### src/rtl/dmp_pkg.sv
// shared constants, register codes, control struct and max function for the 2x2 max pooling block
package dmp_pkg;

    localparam int PIXEL_W      = 16;
    localparam int LOW_WIDTH_W  = 10;
    localparam int LOW_HEIGHT_W = 11;
    localparam int CFG_INDEX_W  = 1;
    localparam int CFG_DATA_W   = 11;

    localparam int DEF_MAX_LOW_WIDTH  = 512;
    localparam int DEF_MAX_LOW_HEIGHT = 1024;

    localparam logic [LOW_WIDTH_W-1:0]  RESET_LOW_WIDTH  = 10'd320;
    localparam logic [LOW_HEIGHT_W-1:0] RESET_LOW_HEIGHT = 11'd240;

    localparam logic [CFG_INDEX_W-1:0] REG_LOW_WIDTH  = 1'b0;
    localparam logic [CFG_INDEX_W-1:0] REG_LOW_HEIGHT = 1'b1;

    typedef struct packed {
        logic rd_en;
        logic wr_en;
        logic emit;
        logic combine;
        logic row_end;
        logic frame_end;
    } dmp_ctrl_t;

    function automatic logic [PIXEL_W-1:0] pix_max(input logic [PIXEL_W-1:0] a,
                                                   input logic [PIXEL_W-1:0] b);
        return (a > b) ? a : b;
    endfunction

endpackage

### src/rtl/dmp_ctrl.sv
// configuration registers, frame counters and per-pixel line store control
module dmp_ctrl
    import dmp_pkg::*;
#(
    parameter int MAX_LOW_WIDTH  = DEF_MAX_LOW_WIDTH,
    parameter int MAX_LOW_HEIGHT = DEF_MAX_LOW_HEIGHT,
    localparam int AW = (MAX_LOW_WIDTH > 1) ? $clog2(MAX_LOW_WIDTH) : 1
) (
    input  logic                   clk,
    input  logic                   rst_n,
    input  logic                   cfg_we,
    input  logic [CFG_INDEX_W-1:0] cfg_index,
    input  logic [CFG_DATA_W-1:0]  cfg_data,
    input  logic                   accept,
    output dmp_ctrl_t              ctrl,
    output logic [AW-1:0]          addr
);

    localparam int CW = $clog2(2 * MAX_LOW_WIDTH + 1);
    localparam int RW = $clog2(2 * MAX_LOW_HEIGHT + 1);
    localparam int XW = (CW > LOW_WIDTH_W) ? CW : LOW_WIDTH_W;
    localparam int XH = (RW > LOW_HEIGHT_W) ? RW : LOW_HEIGHT_W;
    localparam int RX = RW + 3;

    logic [LOW_WIDTH_W-1:0]  low_width_reg;
    logic [LOW_HEIGHT_W-1:0] low_height_reg;
    logic [CW-1:0]           col_reg, col_next;
    logic [RW-1:0]           row_reg, row_next;

    logic [XW-1:0] lw_x, weff_x;
    logic [XH-1:0] lh_x, heff_x;
    logic [CW-1:0] weff_c, hw, hw_m1, c_eff;
    logic [RW-1:0] heff_r, hh, hh_m1, r_eff;
    logic          wrap, odd, row0, last_r, last_c, odd_row_ok, even_row_ok;

    always_ff @(posedge clk or negedge rst_n)
    begin
        if (!rst_n)
        begin
            low_width_reg  <= RESET_LOW_WIDTH;
            low_height_reg <= RESET_LOW_HEIGHT;
        end
        else if (cfg_we)
        begin
            unique case (cfg_index)
                REG_LOW_WIDTH:  low_width_reg  <= cfg_data[LOW_WIDTH_W-1:0];
                REG_LOW_HEIGHT: low_height_reg <= cfg_data[LOW_HEIGHT_W-1:0];
                default: ;
            endcase
        end
    end

    // clamp the configured size to the supported range
    always_comb
    begin
        lw_x = XW'(low_width_reg);
        if (lw_x == '0)
            weff_x = XW'(1);
        else if (lw_x > XW'(MAX_LOW_WIDTH))
            weff_x = XW'(MAX_LOW_WIDTH);
        else
            weff_x = lw_x;

        lh_x = XH'(low_height_reg);
        if (lh_x < XH'(2))
            heff_x = XH'(2);
        else if (lh_x > XH'(MAX_LOW_HEIGHT))
            heff_x = XH'(MAX_LOW_HEIGHT);
        else
            heff_x = lh_x;
    end

    assign weff_c = weff_x[CW-1:0];
    assign heff_r = heff_x[RW-1:0];
    assign hw     = {weff_c[CW-2:0], 1'b0};
    assign hh     = {heff_r[RW-2:0], 1'b0};
    assign hw_m1  = hw - CW'(1);
    assign hh_m1  = hh - RW'(1);

    // counters left outside the frame by a size change restart it
    assign wrap  = (col_reg >= hw) || (row_reg >= hh);
    assign c_eff = wrap ? '0 : col_reg;
    assign r_eff = wrap ? '0 : row_reg;

    assign odd    = c_eff[0];
    assign row0   = (r_eff == '0);
    assign last_r = (r_eff == hh_m1);
    assign last_c = (c_eff == hw_m1);
    assign addr   = c_eff[AW:1];

    assign odd_row_ok  = r_eff[0] && ((RX'(r_eff) + RX'(5)) <= RX'(hh));
    assign even_row_ok = !r_eff[0] && ((RX'(r_eff) + RX'(4)) <= RX'(hh));

    always_comb
    begin
        ctrl           = '0;
        ctrl.rd_en     = accept && !odd;
        ctrl.row_end   = last_c;
        ctrl.frame_end = last_c && last_r;
        if (odd)
        begin
            priority if (row0 || last_r)
            begin
                ctrl.emit = 1'b1;
            end
            else if (odd_row_ok)
            begin
                ctrl.wr_en = accept;
            end
            else if (even_row_ok)
            begin
                ctrl.emit    = 1'b1;
                ctrl.combine = 1'b1;
            end
            else
            begin
                // the two rows before the last give nothing
                ctrl.emit = 1'b0;
            end
        end
    end

    always_comb
    begin
        col_next = col_reg;
        row_next = row_reg;
        if (accept)
        begin
            if (last_c)
            begin
                col_next = '0;
                row_next = last_r ? '0 : r_eff + RW'(1);
            end
            else
            begin
                col_next = c_eff + CW'(1);
                row_next = r_eff;
            end
        end
    end

    always_ff @(posedge clk or negedge rst_n)
    begin
        if (!rst_n)
        begin
            col_reg <= '0;
            row_reg <= '0;
        end
        else
        begin
            col_reg <= col_next;
            row_reg <= row_next;
        end
    end

endmodule

### config.mk
export PLATFORM = sky130hd
export DESIGN_NAME = dmp_ctrl
export DESIGN_NICKNAME = d
export VERILOG_FILES = /design/src/rtl/dmp_pkg.sv /design/src/rtl/dmp_ctrl.sv
export SDC_FILE = /design/constraint.sdc
export NUM_CORES = 1
export LEC_CHECK = 0
export BUFFER_PORTS_ARGS = -buffer_cell sky130_fd_sc_hd__buf_2
export CAP_MARGIN = 0
export CORE_AREA = 2 2 149 78
export DETAILED_ROUTE_END_ITERATION = 8
export DIE_AREA = 0 0 151 80
export PLACE_DENSITY = 0.7
export SETUP_SLACK_MARGIN = 0.3
export SYNTH_ARGS = -nofsm -noshare
export SYNTH_HDL_FRONTEND = slang
export SYNTH_SLANG_ARGS = --single-unit
### constraint.sdc
create_clock -name clk -period 9.13 [get_ports clk]
set_clock_uncertainty 0.2 [all_clocks]
set_input_delay 1.826 -clock clk [delete_from_list [all_inputs] [get_ports clk]]
set_output_delay 1.826 -clock clk [all_outputs]
set_load 0.05 [all_outputs]
==> run_results.csv, run 1 <==
group,metric,value,unit
detailed_routing,vias,4824,
power,p_sw_share,52.07,%
critical_path,cp.arrival,6440,ps
synthesis,synth_area,4738,um2
floorplanning,die_w,151,um
sta,hold_viol,0,
run,maxCapViolCount,0,
detailed_routing,ant_nets,0,
critical_path,r2r-start,"low_height_reg[4]",
sta,fmax,0.1181,GHz
global_routing,grt_usage,26.65,%
power,ir_worst_vdd,0.1220,mV
cells_and_area,area_delta_synth_final,10.32,%
place,portBuffers,30,
global_routing,grt_use_met1,42.51,%
floorplanning,coreArea,10740,um2
sta,relSlewSlack,30.68,%
cells_and_area,fill_cells,1041,
critical_path,path_max_fanout,10,
synthesis,synth_cell_types,66,
critical_path,r2r-end,"row_reg[4]",
floorplanning,num_rows,27,
global_routing,globalRoute.busiestLayer,"met1",
critical_path,path_class,"flop to output port",
floorplanning,boundaryPins,31,
clock_tree,cts.clk_slew.worst_paths,70,ps
synthesis,synthCells,598,
power,switchingPower,0.0006576,W
clock_tree,numCtsBuffers,5,
power,p_leak,2.197,nW
floorplanning,die_y,80,um
global_routing,grtUsageMet3,10.46,%
cells_and_area,final_core_util,48.66,%
clock_tree,tritoncts,"done",
critical_path,worstSetupStartpoint,"low_height_reg[4]",
clock_tree,cts_hold_buf,0,
critical_path,rrSetupSlack,3190,ps
synthesis,synth_edf_count,0,
cells_and_area,largest_reg_flops,12,
min_path,hold_path_class,"flop to flop",
clock_tree,insertion_delay,290,ps
power,seq_power_share,24.6,%
power,power.internal,0.0006053,W
critical_path,critical_path_required,7100,ps
global_routing,grt_max_degree,45,
global_routing,grt_pass1_wl,24440,um
synthesis,yosysSeqAreaShare,23.40,%
clock_tree,cts_root_buf,"clkbuf_16",
cells_and_area,layout-drive-gt1-share,15.99,%
clock_tree,cts_buffer_depth,2,
status,status,"completed",
clock_tree,htree_levels,2,
sta,fin_setup_tns,0,ps
synthesis,ys_ff_latch,44,
detailed_routing,wl_per_cell,20.47,um
cells_and_area,num-nets-final,679,
critical_path,cp_common_cell,"or4_1",
critical_path,critPathLaunchType,"flop",
detailed_routing,drt_first_iter_violations,732,
power,power_density,241.6,nW/um2
place,gp_congestion,1.002,
power,clock_power_share,15.1,%
sta,min_period,8467,ps
detailed_routing,drc,0,
global_routing,grt_pass1_vias,4272,
sta,period_share,92.73,%
synthesis,yosysTopAreaCellShare,20.07,%
synthesis,avgSynthCellArea,7.924,um2
floorplanning,start_util,44.11,%
place,hpwl,12200,um
min_path,min_from,"row_reg[1]",
synthesis,synth_area_leaders,"dfrtp_1 (20%), ha_1 (13%), nand2_1 (5.2%), mux2_2 (5.0%), nor2_1 (4.2%)",
critical_path,critPathMaxStageDelay,650,ps
synthesis,ys_async_sr_fraction,100.0,%
detailed_routing,viasPerCell,6.364,
place,place_area,5021,um2
power,power_frac_comb,60.2,%
critical_path,crit_end,"ctrl[2]",
detailed_routing,firstDrtPassIters,5,
global_routing,use_met2,33.09,%
synthesis,synth_warnings,0,
cells_and_area,diodes,0,
detailed_routing,drt_wl_total,15520,um
critical_path,r2r_cells,22,
power,fin_total_pwr,0.001263,W
global_routing,grt-ovfl-total,0,
synthesis,synth_top_flop_cell,"dfrtp_1",
synthesis,syn-num-nets,665,
critical_path,crit_path_end_kind,"output port",
sta,slew_violations,0,
sta,tightest_slew,1040,ps
synthesis,yosys.area.top_type,"dfrtp_1",
sta,setup_viol,0,
cells_and_area,design_area,5228,um2
sta,rsz0062_at_grt,"true",
critical_path,cp_slowest_cell,"or4_1",
global_routing,antenna_found_initial,0,
floorplanning,die_area,12080,um2
clock_tree,clkSinkCount,44,
## layer usage
metal  vias to the layer above  routed length, um
met2                       322               5528
met3                        13               2418
met4                         0                 74
li1                       2223                  -
met5                         -                  0
met1                      2266               7499
## cells in the mapped netlist (4+ instances only)
cell,n
or3_1,4
nand4_1,12
clkbuf_1,28
buf_1,5
dfrtp_1,38
dfstp_2,6
nor4_1,13
xnor2_1,22
a31oi_1,7
nand2_1,66
o211ai_1,8
a211oi_1,8
o21ai_0,34
or2_2,5
mux2_2,21
ha_1,51
nand3_1,14
nor2b_1,7
xor2_1,10
o21a_1,5
o31ai_1,10
and3_1,10
or4_1,8
nor2_1,53
nand2b_1,12
nor3_1,11
a21o_1,5
inv_1,30
a21oi_1,26
o41ai_1,4
mux2i_1,4
## stage by stage
step                std cells  setup slack, ps  hold slack (ps)
finish                    758            663.5            347.6
global route              758            287.5            403.0
CTS                       756            375.1            346.0
detailed placement        748            587.2            325.5
global placement          748            708.8            313.9
floorplan                 598            698.9            270.4
## cell type report
class	instances	area, um2	area share (%)
clock inverter	2	15.01	0.2872
tap	145	181.4	3.471
timing repair buffer	45	267.8	5.122
multi-input combinational	485	3400	65.03
clock buffer	6	138.9	2.657
inverter	31	116.4	2.226
sequential	44	1109	21.21
## critical path: cells and delay by family (launching register included)
| family | cells | cell delay [ps] |
|---|---|---|
| xor+xnor | 1 | 180 |
| buf+inv | 4 | 660 |
| fa+ha+maj | 3 | 770 |
| simple gates | 12 | 2970 |
| flops | 1 | 420 |
| compound gates | 5 | 1140 |
## repair_timing
item,4_1_cts,5_1_grt
pin swaps,0,2
setup buffers,0,2
resized for setup,1,11
endpoints found under the hold margin,0,0
setup endpoints to repair,1,3
## logic make-up after synthesis
kind of cell / count (synthesis) / share of synthesized area (%)
adders and majority gates: 51 / 13.47
xor gates and xnor gates: 32 / 5.915
DFF: 44 / 23.40
buffers and inverters: 69 / 5.915
AOI/OAI and AO/OA: 146 / 20.60
muxes: 25 / 5.836
and+or+nand+nor: 231 / 24.87
## how the worst min path moves through the flow
| stage | slack, ps | cells after the start | to |
|---|---|---|---|
| floorplan | 270 | 2 | row_reg[1] |
| global placement | 310 | 2 | row_reg[1] |
| detailed placement | 330 | 2 | row_reg[1] |
| CTS | 350 | 2 | row_reg[1] |
| global route | 400 | 2 | row_reg[1] |
| finish | 350 | 2 | row_reg[1] |
## power groups by stage
| stage | combinational (W) | sequential [W] | clock (W) |
|---|---|---|---|
| CTS | 0.000730 | 0.000306 | 0.000193 |
| finish | 0.000761 | 0.000311 | 0.000191 |
| detailed placement | 0.000726 | 0.000309 | 0 |
| floorplan | 0.000571 | 0.000269 | 0 |
| global placement | 0.000719 | 0.000307 | 0 |
| global route | 0.000837 | 0.000316 | 0.000202 |
## cell usage in the layout (no fill, tap or decap), types with 3 or more instances in the layout
master / instances
nor4_1: 10
dfrtp_1: 38
buf_2: 28
inv_1: 30
o211ai_1: 8
nor2_1: 52
and3_1: 10
o31a_1: 3
a21oi_1: 26
nand3_1: 14
o21a_1: 5
o21bai_1: 3
o2111ai_1: 3
nand2b_1: 12
o311ai_0: 3
nor2b_1: 7
xnor2_1: 22
nand2_1: 66
or2_2: 5
a21o_1: 5
dfstp_2: 6
nor3_1: 10
mux2i_1: 4
nand3b_1: 3
nand4_1: 12
buf_4: 16
a211oi_1: 8
or3_1: 4
o31ai_1: 10
a31oi_1: 7
ha_1: 50
xor2_1: 10
a32oi_1: 3
mux2_2: 21
o41ai_1: 4
nor4_2: 5
o21ai_1: 5
o21ai_0: 32
or4_1: 8
clkbuf_16: 5
Power figures use the tool's default switching activity.
==> run 2, diff against run 1 <==
--- a/config.mk
+++ b/config.mk
@@ -10,7 +10,6 @@
 export CORE_AREA = 2 2 149 78
 export DETAILED_ROUTE_END_ITERATION = 8
 export DIE_AREA = 0 0 151 80
-export PLACE_DENSITY = 0.7
 export SETUP_SLACK_MARGIN = 0.3
 export SYNTH_ARGS = -nofsm -noshare
 export SYNTH_HDL_FRONTEND = slang
==> run_results.csv, run 2 (synthesis results as in run 1) <==
group,metric,value,unit
cells_and_area,mostFrequentLayoutCell,"nand2_1",
critical_path,path_max_fanout,10,
critical_path,critPathLaunchType,"flop",
global_routing,grt-ovfl-total,0,
place,gp_congestion,0.9650,
floorplanning,die_area,12080,um2
sta,fmax,0.1181,GHz
floorplanning,die_w,151,um
sta,hold_viol,0,
global_routing,grt_pass1_wl,23830,um
global_routing,use_met2,31.32,%
cells_and_area,largest_reg_flops,12,
min_path,holdPathStages,2,
sta,fin_ws,662.0,ps
critical_path,critical_path_required,7100,ps
clock_tree,cts_setup_buffers,0,
floorplanning,coreArea,10740,um2
run,maxCapViolCount,0,
cells_and_area,num-nets-final,671,
min_path,hold_path_class,"flop to flop",
floorplanning,start_util,44.11,%
status,status,"completed",
detailed_routing,viasPerCell,6.236,
sta,relSlewSlack,31.54,%
power,ir_worst_vdd,0.1053,mV
global_routing,grtUsageMet3,9.143,%
clock_tree,numCtsBuffers,5,
global_routing,grt_max_degree,45,
sta,slew_violations,0,
sta,fin_setup_tns,0,ps
clock_tree,clkSinkCount,44,
clock_tree,tritoncts,"done",
sta,min_period,8468,ps
clock_tree,htree_levels,2,
detailed_routing,vias,4677,
critical_path,r2r-start,"low_height_reg[4]",
sta,whs,350.1,ps
floorplanning,die_y,80,um
cells_and_area,stdcell_count,750,
global_routing,grt_pass1_vias,4274,
critical_path,rrSetupSlack,3160,ps
clock_tree,cts_root_buf,"clkbuf_16",
cells_and_area,final_cell_mix,"nand2_1 (66), nor2_1 (52), ha_1 (51)",
detailed_routing,wl_per_cell,19.87,um
place,dpl_worst_slack,980.1,ps
critical_path,path_class,"flop to output port",
floorplanning,boundaryPins,31,
floorplanning,num_rows,27,
detailed_routing,drt_wl_total,14900,um
critical_path,r2r-end,"row_reg[4]",
clock_tree,cts.clk_slew.worst_paths,60,ps
cells_and_area,area_delta_synth_final,9.110,%
sta,tightest_slew,1027,ps
global_routing,antenna_found_initial,0,
detailed_routing,ant_nets,0,
place,portBuffers,30,
sta,setup_viol,0,
clock_tree,cts_hold_buf,0,
power,power_density,243.5,nW/um2
place,dp.cells,742,
place,hpwl,11860,um
min_path,min_from,"row_reg[1]",
clock_tree,cts_buffer_depth,2,
cells_and_area,fill_cells,1069,
detailed_routing,firstDrtPassIters,5,
global_routing,grt_use_met1,41.10,%
min_path,whs_endpoint,"row_reg[1]",
sta,rsz0062_at_grt,"false",
detailed_routing,drt_first_iter_violations,364,
detailed_routing,drc,0,
sta,period_share,92.75,%
critical_path,r2r_cells,22,
cells_and_area,diodes,0,
power,p_leak,2.167,nW
power,fin_total_pwr,0.001259,W
global_routing,globalRoute.busiestLayer,"met1",
global_routing,grt_usage,25.77,%
critical_path,crit_path_end_kind,"output port",
clock_tree,insertion_delay,290,ps
critical_path,cp.arrival,6440,ps
cells_and_area,layout-drive-gt1-share,14.55,%
-- run 2: cell count changes in the layout (fill, tap and decap cells not counted), moves of 2 or more --
cell,before,now
o21ai_0,32,34
clkinvlp_4,2,0
buf_4,16,7
o21ai_1,5,3
nor4_2,5,3
-- run 2: final cells by class --
cell class	instances	area (um2)	share of cell area (%)
Timing Repair Buffer	37	209.0	4.042
Clock buffer	6	128.9	2.493
Tap cell	145	181.4	3.509
Clock inverter	2	35.03	0.6776
Inverter	31	116.4	2.251
Multi-Input combinational cell	485	3391	65.59
Sequential cell	44	1109	21.44
-- run 2: worst max-delay path: stages (launching register included) --
cell	delay (ps)
dfstp_2	420
or4_4	590
or4_1	500
o21ai_0	240
inv_1	120
ha_1	290
nand2b_1	70
a21oi_1	60
o2111ai_1	260
nand3b_1	180
nor2_2	180
nand2_1	220
inv_1	150
ha_1	290
inv_1	100
or2_2	310
xor2_1	160
ha_1	300
nand4_1	100
nor4_1	490
o21ai_0	120
or4_1	540
nor3_2	200
buf_2	280
-- run 2: power breakdown --
group / switching [W] / internal, W / leakage [nW]
Sequential: 0.0000870 / 0.000232 / 0.537
Combinational: 0.000480 / 0.000253 / 1.55
Clock: 0.0000786 / 0.000129 / 0.0808
-- run 2: stage by stage --
| stage | util, % | area [um2] |
|---|---|---|
| floorplan | - | 4750 |
| global placement | 46.32 | 4976 |
| detailed placement | 46.32 | 4976 |
| CTS | 47.85 | 5140 |
| global route | 48.12 | 5170 |
| finish | 48.12 | 5170 |
-- run 2: worst max path at each step --
stage                       from  endpoint  slack [ps]  depth (start not counted)
6_report       low_height_reg[4]   ctrl[2]         660                         23
5_1_grt        low_height_reg[4]   ctrl[4]         350                         27
4_1_cts        low_height_reg[4]   ctrl[4]         600                         26
3_5_place_dp   low_height_reg[4]   ctrl[4]         980                         26
3_3_place_gp   low_height_reg[4]   ctrl[4]        1050                         27
2_1_floorplan  low_height_reg[4]   ctrl[4]         700                         29
-- run 2: what timing repair did --
item | in CTS | in global routing
hold endpoints to repair | 0 | 0
gates resized for setup | 0 | 9
endpoints found under the setup margin | 0 | 3
-- run 2: metal layers --
metal | vias up | routed length [um]
met2 | 232 | 5214
met4 | 2 | 155
met5 | - | 51
li1 | 2208 | -
met1 | 2213 | 7761
met3 | 22 | 1721
